[config.mk]
export PLATFORM = sky130hd
export DESIGN_NAME = system_timer_compare_channels
export DESIGN_NICKNAME = d
export VERILOG_FILES = /design/src/hw/rtl/stc_pkg.sv /design/src/hw/rtl/stc_in_reg.sv /design/src/hw/rtl/stc_timer_core.sv /design/src/hw/rtl/system_timer_compare_channels.sv
export SDC_FILE = /design/constraint.sdc
export NUM_CORES = 1
export LEC_CHECK = 0
export BUFFER_PORTS_ARGS = -buffer_cell sky130_fd_sc_hd__buf_2
export CAP_MARGIN = 20
export CORE_MARGIN = 2
export CORE_UTILIZATION = 49
export DETAILED_ROUTE_END_ITERATION = 10
export PLACE_DENSITY = 0.78
export SLEW_MARGIN = 0
export SYNTH_ARGS = -nofsm -noshare
export SYNTH_HDL_FRONTEND = slang
export SYNTH_SLANG_ARGS = --single-unit
[constraint.sdc]
create_clock -name aclk -period 2.98 [get_ports aclk]
set_input_delay 0.298 -clock aclk [delete_from_list [all_inputs] [get_ports aclk]]
set_output_delay 0.298 -clock aclk [all_outputs]
set_load 0.01 [all_outputs]
[src/hw/rtl/stc_pkg.sv]
// shared types and constants for the system timer with compare channels
package stc_pkg;

    localparam int DATA_W       = 32;
    localparam int COUNT_W      = 64;
    localparam int IRQ_W        = 4;
    localparam int MAX_CHANNELS = 8;
    localparam int DEF_CHANNELS = 4;

    // command codes
    localparam logic [1:0] CMD_TICK  = 2'd0;
    localparam logic [1:0] CMD_READ  = 2'd1;
    localparam logic [1:0] CMD_WRITE = 2'd2;

    // register indexes
    localparam logic [2:0] REG_STATUS   = 3'd0;
    localparam logic [2:0] REG_COUNT_LO = 3'd1;
    localparam logic [2:0] REG_COUNT_HI = 3'd2;
    localparam logic [2:0] REG_CMP_BASE = 3'd3;

    typedef struct packed {
        logic [1:0]        command;
        logic [2:0]        reg_index;
        logic [DATA_W-1:0] write_value;
    } req_t;

endpackage

[src/hw/rtl/stc_in_reg.sv]
// input register stage holding one request beat
module stc_in_reg (
    input  logic         aclk,
    input  logic         aresetn,
    input  logic         s_valid,
    output logic         s_ready,
    input  stc_pkg::req_t s_req,
    output logic         req_valid,
    output stc_pkg::req_t req,
    input  logic         req_take
);

    logic          vld_reg;
    stc_pkg::req_t req_reg;

    // free when empty or when the held beat moves on this cycle
    assign s_ready   = !vld_reg || req_take;
    assign req_valid = vld_reg;
    assign req       = req_reg;

    always_ff @(posedge aclk) begin
        if (!aresetn) begin
            vld_reg <= 1'b0;
        end else if (s_valid && s_ready) begin
            vld_reg <= 1'b1;
        end else if (req_take) begin
            vld_reg <= 1'b0;
        end
    end

    always_ff @(posedge aclk) begin
        if (s_valid && s_ready) begin
            req_reg <= s_req;
        end
    end

endmodule

[src/hw/rtl/stc_timer_core.sv]
// counter, compare registers, match flags and result register
module stc_timer_core #(
    parameter int CHANNELS = stc_pkg::DEF_CHANNELS
) (
    input  logic                       aclk,
    input  logic                       aresetn,
    input  logic                       req_valid,
    input  stc_pkg::req_t              req,
    output logic                       req_take,
    output logic                       m_valid,
    input  logic                       m_ready,
    output logic [stc_pkg::DATA_W-1:0] m_read_value,
    output logic [stc_pkg::IRQ_W-1:0]  m_irq_lines
);

    logic [stc_pkg::COUNT_W-1:0] count_reg, count_next, count_inc;
    logic [CHANNELS-1:0]         flags_reg, flags_next;
    logic [stc_pkg::DATA_W-1:0]  cmp_reg  [CHANNELS];
    logic [stc_pkg::DATA_W-1:0]  cmp_next [CHANNELS];
    logic [stc_pkg::DATA_W-1:0]  rd_next;
    logic [stc_pkg::MAX_CHANNELS-1:0] flags_ext;
    logic [2:0]                  rel;
    logic                        cmp_sel;
    logic                        valid_reg;
    logic [stc_pkg::DATA_W-1:0]  rd_reg;
    logic [stc_pkg::IRQ_W-1:0]   irq_reg;

    assign req_take     = req_valid && (!valid_reg || m_ready);
    assign m_valid      = valid_reg;
    assign m_read_value = rd_reg;
    assign m_irq_lines  = irq_reg;

    assign count_inc = count_reg + stc_pkg::COUNT_W'(1);
    assign rel       = req.reg_index - stc_pkg::REG_CMP_BASE;
    assign cmp_sel   = (req.reg_index >= stc_pkg::REG_CMP_BASE)
                       && ({1'b0, rel} < 4'(CHANNELS));

    always_comb begin
        count_next = count_reg;
        flags_next = flags_reg;
        cmp_next   = cmp_reg;
        rd_next    = '0;
        case (req.command)
            stc_pkg::CMD_TICK: begin
                count_next = count_inc;
                for (int n = 0; n < CHANNELS; n++) begin
                    if (cmp_reg[n] == count_inc[stc_pkg::DATA_W-1:0]) begin
                        flags_next[n] = 1'b1;
                    end
                end
            end
            stc_pkg::CMD_READ: begin
                case (req.reg_index)
                    stc_pkg::REG_STATUS:   rd_next = stc_pkg::DATA_W'(flags_reg);
                    stc_pkg::REG_COUNT_LO: rd_next = count_reg[stc_pkg::DATA_W-1:0];
                    stc_pkg::REG_COUNT_HI:
                        rd_next = count_reg[stc_pkg::COUNT_W-1:stc_pkg::DATA_W];
                    default: begin
                        for (int n = 0; n < CHANNELS; n++) begin
                            if (cmp_sel && rel == 3'(n)) begin
                                rd_next = cmp_reg[n];
                            end
                        end
                    end
                endcase
            end
            stc_pkg::CMD_WRITE: begin
                // counter words are read-only
                if (req.reg_index == stc_pkg::REG_STATUS) begin
                    flags_next = flags_reg & ~req.write_value[CHANNELS-1:0];
                end else begin
                    for (int n = 0; n < CHANNELS; n++) begin
                        if (cmp_sel && rel == 3'(n)) begin
                            cmp_next[n] = req.write_value;
                        end
                    end
                end
            end
            default: ;
        endcase
    end

    assign flags_ext = stc_pkg::MAX_CHANNELS'(flags_next);

    always_ff @(posedge aclk) begin
        if (!aresetn) begin
            count_reg <= '0;
            flags_reg <= '0;
            valid_reg <= 1'b0;
            for (int n = 0; n < CHANNELS; n++) begin
                cmp_reg[n] <= '0;
            end
        end else begin
            if (req_take) begin
                count_reg <= count_next;
                flags_reg <= flags_next;
                cmp_reg   <= cmp_next;
                valid_reg <= 1'b1;
            end else if (m_ready) begin
                valid_reg <= 1'b0;
            end
        end
    end

    always_ff @(posedge aclk) begin
        if (req_take) begin
            rd_reg  <= rd_next;
            irq_reg <= flags_ext[stc_pkg::IRQ_W-1:0];
        end
    end

`ifndef SYNTH
    // a tick advances the counter by exactly one
    assert property (@(posedge aclk) disable iff (!aresetn)
        req_take && req.command == stc_pkg::CMD_TICK
        |=> count_reg == $past(count_reg) + stc_pkg::COUNT_W'(1))
        else $error("counter did not advance on tick");

    // nothing but a tick moves the counter
    assert property (@(posedge aclk) disable iff (!aresetn)
        !(req_take && req.command == stc_pkg::CMD_TICK) |=> $stable(count_reg))
        else $error("counter moved without a tick");

    // only a tick may raise a match flag
    assert property (@(posedge aclk) disable iff (!aresetn)
        !(req_take && req.command == stc_pkg::CMD_TICK)
        |=> (flags_reg & ~$past(flags_reg)) == '0)
        else $error("match flag set without a tick");

    // a pending result shows the live match flags
    assert property (@(posedge aclk) disable iff (!aresetn)
        valid_reg |->
        irq_reg == stc_pkg::IRQ_W'(stc_pkg::MAX_CHANNELS'(flags_reg)))
        else $error("irq lines out of step with match flags");
`endif

endmodule

[src/hw/rtl/system_timer_compare_channels.sv]
// top level of the system timer with compare-match channels
//
//   channel  ports                                    direction  width
//   s_       s_valid s_ready s_command s_reg_index    in         2+3+32
//            s_write_value
//   m_       m_valid m_ready m_read_value m_irq_lines out        32+4
//
// one beat in, one beat out; a request waits in the input register until the core
// takes it, and its result is registered in the output register as it is taken
// results flow at one beat per cycle while m_ready stays high
// the 64-bit increment and the per-channel compare set the cycle time
// aresetn clears the counter, compare registers, match flags and both valids
// while m_ready is low the result holds and one more request may wait in the
// input register, after which s_ready drops
module system_timer_compare_channels #(
    parameter int CHANNELS = stc_pkg::DEF_CHANNELS
) (
    input  logic                       aclk,
    input  logic                       aresetn,
    // request channel
    input  logic                       s_valid,
    output logic                       s_ready,
    input  logic [1:0]                 s_command,
    input  logic [2:0]                 s_reg_index,
    input  logic [stc_pkg::DATA_W-1:0] s_write_value,
    // result channel
    output logic                       m_valid,
    input  logic                       m_ready,
    output logic [stc_pkg::DATA_W-1:0] m_read_value,
    output logic [stc_pkg::IRQ_W-1:0]  m_irq_lines
);

    stc_pkg::req_t s_req;
    stc_pkg::req_t req;
    logic          req_valid;
    logic          req_take;

    // pack the incoming beat
    assign s_req.command     = s_command;
    assign s_req.reg_index   = s_reg_index;
    assign s_req.write_value = s_write_value;

    // request register, refilled in the same cycle it drains
    stc_in_reg u_in_reg (
        .aclk      (aclk),
        .aresetn   (aresetn),
        .s_valid   (s_valid),
        .s_ready   (s_ready),
        .s_req     (s_req),
        .req_valid (req_valid),
        .req       (req),
        .req_take  (req_take)
    );

    // timer state plus the result register
    stc_timer_core #(
        .CHANNELS (CHANNELS)
    ) u_core (
        .aclk         (aclk),
        .aresetn      (aresetn),
        .req_valid    (req_valid),
        .req          (req),
        .req_take     (req_take),
        .m_valid      (m_valid),
        .m_ready      (m_ready),
        .m_read_value (m_read_value),
        .m_irq_lines  (m_irq_lines)
    );

endmodule
# Word level (Yosys, flattened, before mapping)
# Cells that the tools add are included.
[word_totals] out_inout_bits=38 register_bits=271 elab_cells=67
[classes] n_lt_le_gt_ge=2 mux=15 n_addsub=2 bitwise_logic=3 eq_ne=11 reduce_logical=21
[ops] operator="32-bit == test" count=4
[ops] operator="32-bit two-way mux" count=4
[ops] operator="32-bit one-hot mux with 3 select lines" count=1
[ops] operator="64-bit by 1-bit adder with 64-bit output (second input constant)" count=1
[ops] operator="4-bit AND reduction" count=4
[ops] operator="3-bit by 2-bit == test with 1-bit output (second input constant)" count=3
[ops] operator="1-bit two-way mux" count=8
[ops] operator="4-bit one-hot mux with 2 select lines" count=1
[ops] operator="1-bit logical AND" count=7
[ops] operator="3-bit by 1-bit == test with 1-bit output (second input constant)" count=2
[ops] operator="3-bit zero test" count=2
[ops] operator="4-bit AND" count=1
[ops] operator="4-bit two-way mux" count=1
[ops] operator="4-bit inverter" count=1
[ops] operator="2-bit nonzero test" count=2
[ops] operator="3-bit by 2-bit greater-or-equal comparator with 1-bit output (second input constant)" count=1
[ops] operator="3-bit < comparator (second input constant)" count=1
[ops] operator="3-bit by 2-bit subtractor with 3-bit output (second input constant)" count=1
[ops] operator="2-bit by 1-bit == test with 1-bit output (second input constant)" count=1
[ops] operator="2-bit == test (second input constant)" count=1
[ops] operator="1-bit zero test" count=2
[ops] operator="2-bit zero test" count=1
[ops] operator="1-bit logical OR" count=2
[ops] operator="2-bit AND reduction" count=1
[ops] operator="1-bit inverter" count=1

# Longest topological paths before layout
[depth] depth_word=9 mapped_depth=12 mapped_depth_nobuf=9

# Modules after synthesis
# Synthesis repeated with hierarchy kept, for this count alone.
[hier_totals] hier_cells=1897 area_unflattened_um2=16030.4
[modules_own_cells] module="stc_timer_core" cells_each=1855 area_per_inst_um2=14861.8 n_inst=1
[modules_own_cells] module="stc_in_reg" cells_each=42 area_per_inst_um2=1168.6 n_inst=1

# Worst setup path after synthesis
# No wires, ideal clock.
[synth_timing] kind="reg-to-reg" from="register u_core.count_reg[1] (netlist bit)" to="register u_core.flags_reg[2]" setup_slack_ps=9 path_stages_with_launch=12 setup_ps=58 required_ps=2922 n_path_buf=2 arrival_ps=2913 cell_sequence="dfxtp_1 -> ha_1 -> buf_2 -> nand3_1 -> clkbuf_1 -> or3_1 -> xor2_1 -> xor2_1 -> o311ai_0 -> or4_1 -> nor4_1 -> o21a_1"
[synth_via] elab_chain_cells=4
[synth_lines] element="start: declaration" line_no="stc_timer_core.sv:16" source="logic [stc_pkg::COUNT_W-1:0] count_reg, count_next, count_inc;"
[synth_lines] element="start signal: assignment" line_no="stc_timer_core.sv:95" source="count_reg <= count_next;"
[synth_lines] element="64-bit by 1-bit adder with 64-bit output" line_no="stc_timer_core.sv:33" source="assign count_inc = count_reg + stc_pkg::COUNT_W'(1);"
[synth_lines] element="32-bit == test" line_no="stc_timer_core.sv:47" source="if (cmp_reg[n] == count_inc[stc_pkg::DATA_W-1:0]) begin"
[synth_lines] element="1-bit two-way mux" line_no="stc_timer_core.sv:47"
[synth_lines] element="4-bit one-hot mux with 2 select lines" line_no="stc_timer_core.sv:43" source="case (req.command)"
[synth_lines] element="end signal: assignment" line_no="stc_timer_core.sv:96" source="flags_reg <= flags_next;"
[synth_lines] element="end: declaration" line_no="stc_timer_core.sv:17" source="logic [CHANNELS-1:0] flags_reg, flags_next;"
# No other way between the ends.
# A chain may end at the register's enable or synchronous reset.

# Worst setup path in the final report
[layout_timing] from="register u_core.count_reg[0] (netlist bit)" to="register u_core.flags_reg[1]"
# The elaborated chain is that of the path after synthesis.

==> reports/metrics.csv <==
metric,value,unit
status,"finished, violations left",
Area Growth Syn to Fin,29.0,%
Worst-path clk slew,0.06,ns
Placed Cells,2360,
total grt overflow,0,
final setup violating endpoints,4,
failing checks,setup timing,
"area leader, netlist",dfxtp_1,
maximum VDD drop,584,uV
Synth Net Count,1790,
Cells after Synth,1748,
dpl hpwl,48.9,mm
core area,30800,um^2
max FFs per register,128,
Final Util,64.6,%
max_slew headroom,35.5,%
TritonCTS Buffers,30,
worst setup margin,-0.0911,ns
fmax,0.326,GHz
Initial Util,50.0,%
share of the synthesized area in the top cell type,25.7,%
sequential area share after synthesis,39.9,%
period utilization,103,%
Die X,181,um
Layout Cells excl Fill,2470,
total wire length,64.7,mm
Placer Congestion,1.05,
ys async rst share,0,%
Critical Path RT,3.47,ns
max-cap violation count,0,
PortBufs,78,
CP max FO,5,
critical path type,reg -> reg,
# rows,64,
Post-layout nets,2093,
"Distinct cells, synth",81,
highest-count cells in the layout ignoring fill and taps,"336 x nand2_1, 265 x buf_4, 188 x dfxtp_1, 137 x a21boi_0, 97 x xnor2_1",
Ports,79,
"Primary FF master, synth",dfxtp_1,
Routed wire per std cell,26.2,um
Die Height,181,um
vias per std cell,6.13,
largest net degree at the start of global routing,97,
CTS sink cnt,271,
DR pass1 iterations,6,
fin crit period,3.07,ns
Power Dens Cells,408,nW/um^2
count of flip-flops with a built-in enable after synthesis,73,
most common library cell in the layout ignoring fill and taps,nand2_1,
#FFs+latches synth,271,
Static Leak,7.35,nW
initial antenna violation count,1,
Longest Clk Path Bufs,3,
crit end category,flop,
Die ar.,32900,um^2
first-pass GRT wire length,93.8,mm
final antenna-violating net count,0,
worst slew pin tran,0.967,ns
CTS tree,done,
DRC viols,0,
htree depth,1,
worst-skew pair later-pin latency,0.58,ns
RSZ-0062 raised after global routing,true,
fraction of layout cells with a size suffix above 1,25.5,%
Synth Cell Area,15400,um^2
Clock Skews,0.0118,ns
Root Buffer,clkbuf_16,
vias,15152,
vias in the first global route,14353,
GR Util All Layers,38.7,%
initial drt markers,1827,
yosys warns,0,
crit path launch type,flop,
synth top area cells,"dfxtp_1 26%, edfxtp_1 14%, nand2_1 8.2%",
Ant. Diodes,0,
min-delay worst type,in -> reg,
crit path DAT,3.56,ns
Syn Area/Cell,8.82,um^2
Final Hold Vio Count,0,
hold slack,0.226,ns
fin. max-slew vios,0,
-- kinds of logic (layout without fill, tap and decap cells) --
| group | count (synthesis) | after routing | share of synthesized area (%) |
|---|---|---|---|
| compound gates | 366 | 366 | 17.1 |
| flops | 271 | 271 | 39.9 |
| buf+inv | 144 | 470 | 3.85 |
| fa+ha+maj | 1 | 1 | 0.0811 |
| xor+xnor | 164 | 164 | 10.5 |
| simple gates | 731 | 731 | 23.5 |
| mux | 71 | 71 | 5.14 |
-- final timing paths --
path	depth (start not counted)	startpoint	to	slack, ns
setup / recovery	10	u_core.count_reg[0]	u_core.flags_reg[1]	-0.09
hold / removal	4	m_ready	u_core.m_valid	0.23
setup reg to reg	10	u_core.count_reg[0]	u_core.flags_reg[1]	-0.09
hold reg to reg	2	u_core.cmp_reg[126]	u_core.cmp_reg[126]	0.47
-- critical path, cell delays in order (launching register included) --
cell	delay, ns
dfxtp_2	0.36
buf_6	0.11
nand4_4	0.08
or4_4	0.54
buf_4	0.19
or3_1	0.50
buf_4	0.20
xnor3_1	0.17
nor4b_1	0.36
nand4_1	0.22
o31ai_1	0.25
-- report_power, final --
part | internal (mW) | switching, mW
logic | 0.188 | 0.259
registers | 3.84 | 0.0637
clock network | 2.23 | 1.54
-- stage by stage --
step / worst slack (ns) / instance area, um^2 / total power [mW] / TNS (ns)
after global routing: -0.0960 / 19900 / 8.32 / -0.272
after floorplan: 0.00880 / 15400 / 4.19 / 0
after global placement: -0.594 / 17900 / 4.37 / -2.80
final: -0.0911 / 19900 / 8.13 / -0.149
after detailed placement: -0.612 / 17900 / 4.37 / -3.08
after CTS: 0.00622 / 19700 / 8.15 / 0
-- repair_timing --
item / CTS / global route
endpoints found under the setup margin: 15 / 18
buffers inserted: 10 / 8
hold endpoints to repair: 38 / 0
gates cloned: 1 / 0
gates resized for setup: 53 / 39
hold buffers: 38 / 0
pin swaps: 30 / 27
-- layout make-up --
type / instances / area, um^2
Timing Repair Buffer: 402 / 3120
Tap cell: 396 / 495
Multi-Input combinational cell: 1333 / 9060
Fill cell: 2614 / 10900
Clock buffer: 47 / 937
Clock inverter: 8 / 70.1
Sequential cell: 271 / 6180
Inverter: 13 / 48.8
-- cell usage after synthesis (all sizes together) (26+ instances only) --
cell / count
nand3: 40
and2: 60
a21boi: 139
a221oi: 30
a211oi: 31
nand2: 337
xor2: 49
clkbuf: 105
dfxtp: 198
xnor2: 102
mux2i: 41
nor3: 36
nor2: 75
buf: 26
nor4: 32
mux2: 26
a21oi: 49
o21ai: 43
edfxtp: 73
nand4: 38
-- routing by layer --
metal  global-route usage [%]  wire [um]  up-vias  part of all wire (%)
li1                         -          -     6835                     -
met1                     56.6      28200     7361                    44
met2                     56.1      26900      835                    41
met3                     9.13       7350      121                    11
met4                     12.7       2330        0                   3.6
met5                        0          0        -                     0
(Power assumes the default switching activity.)
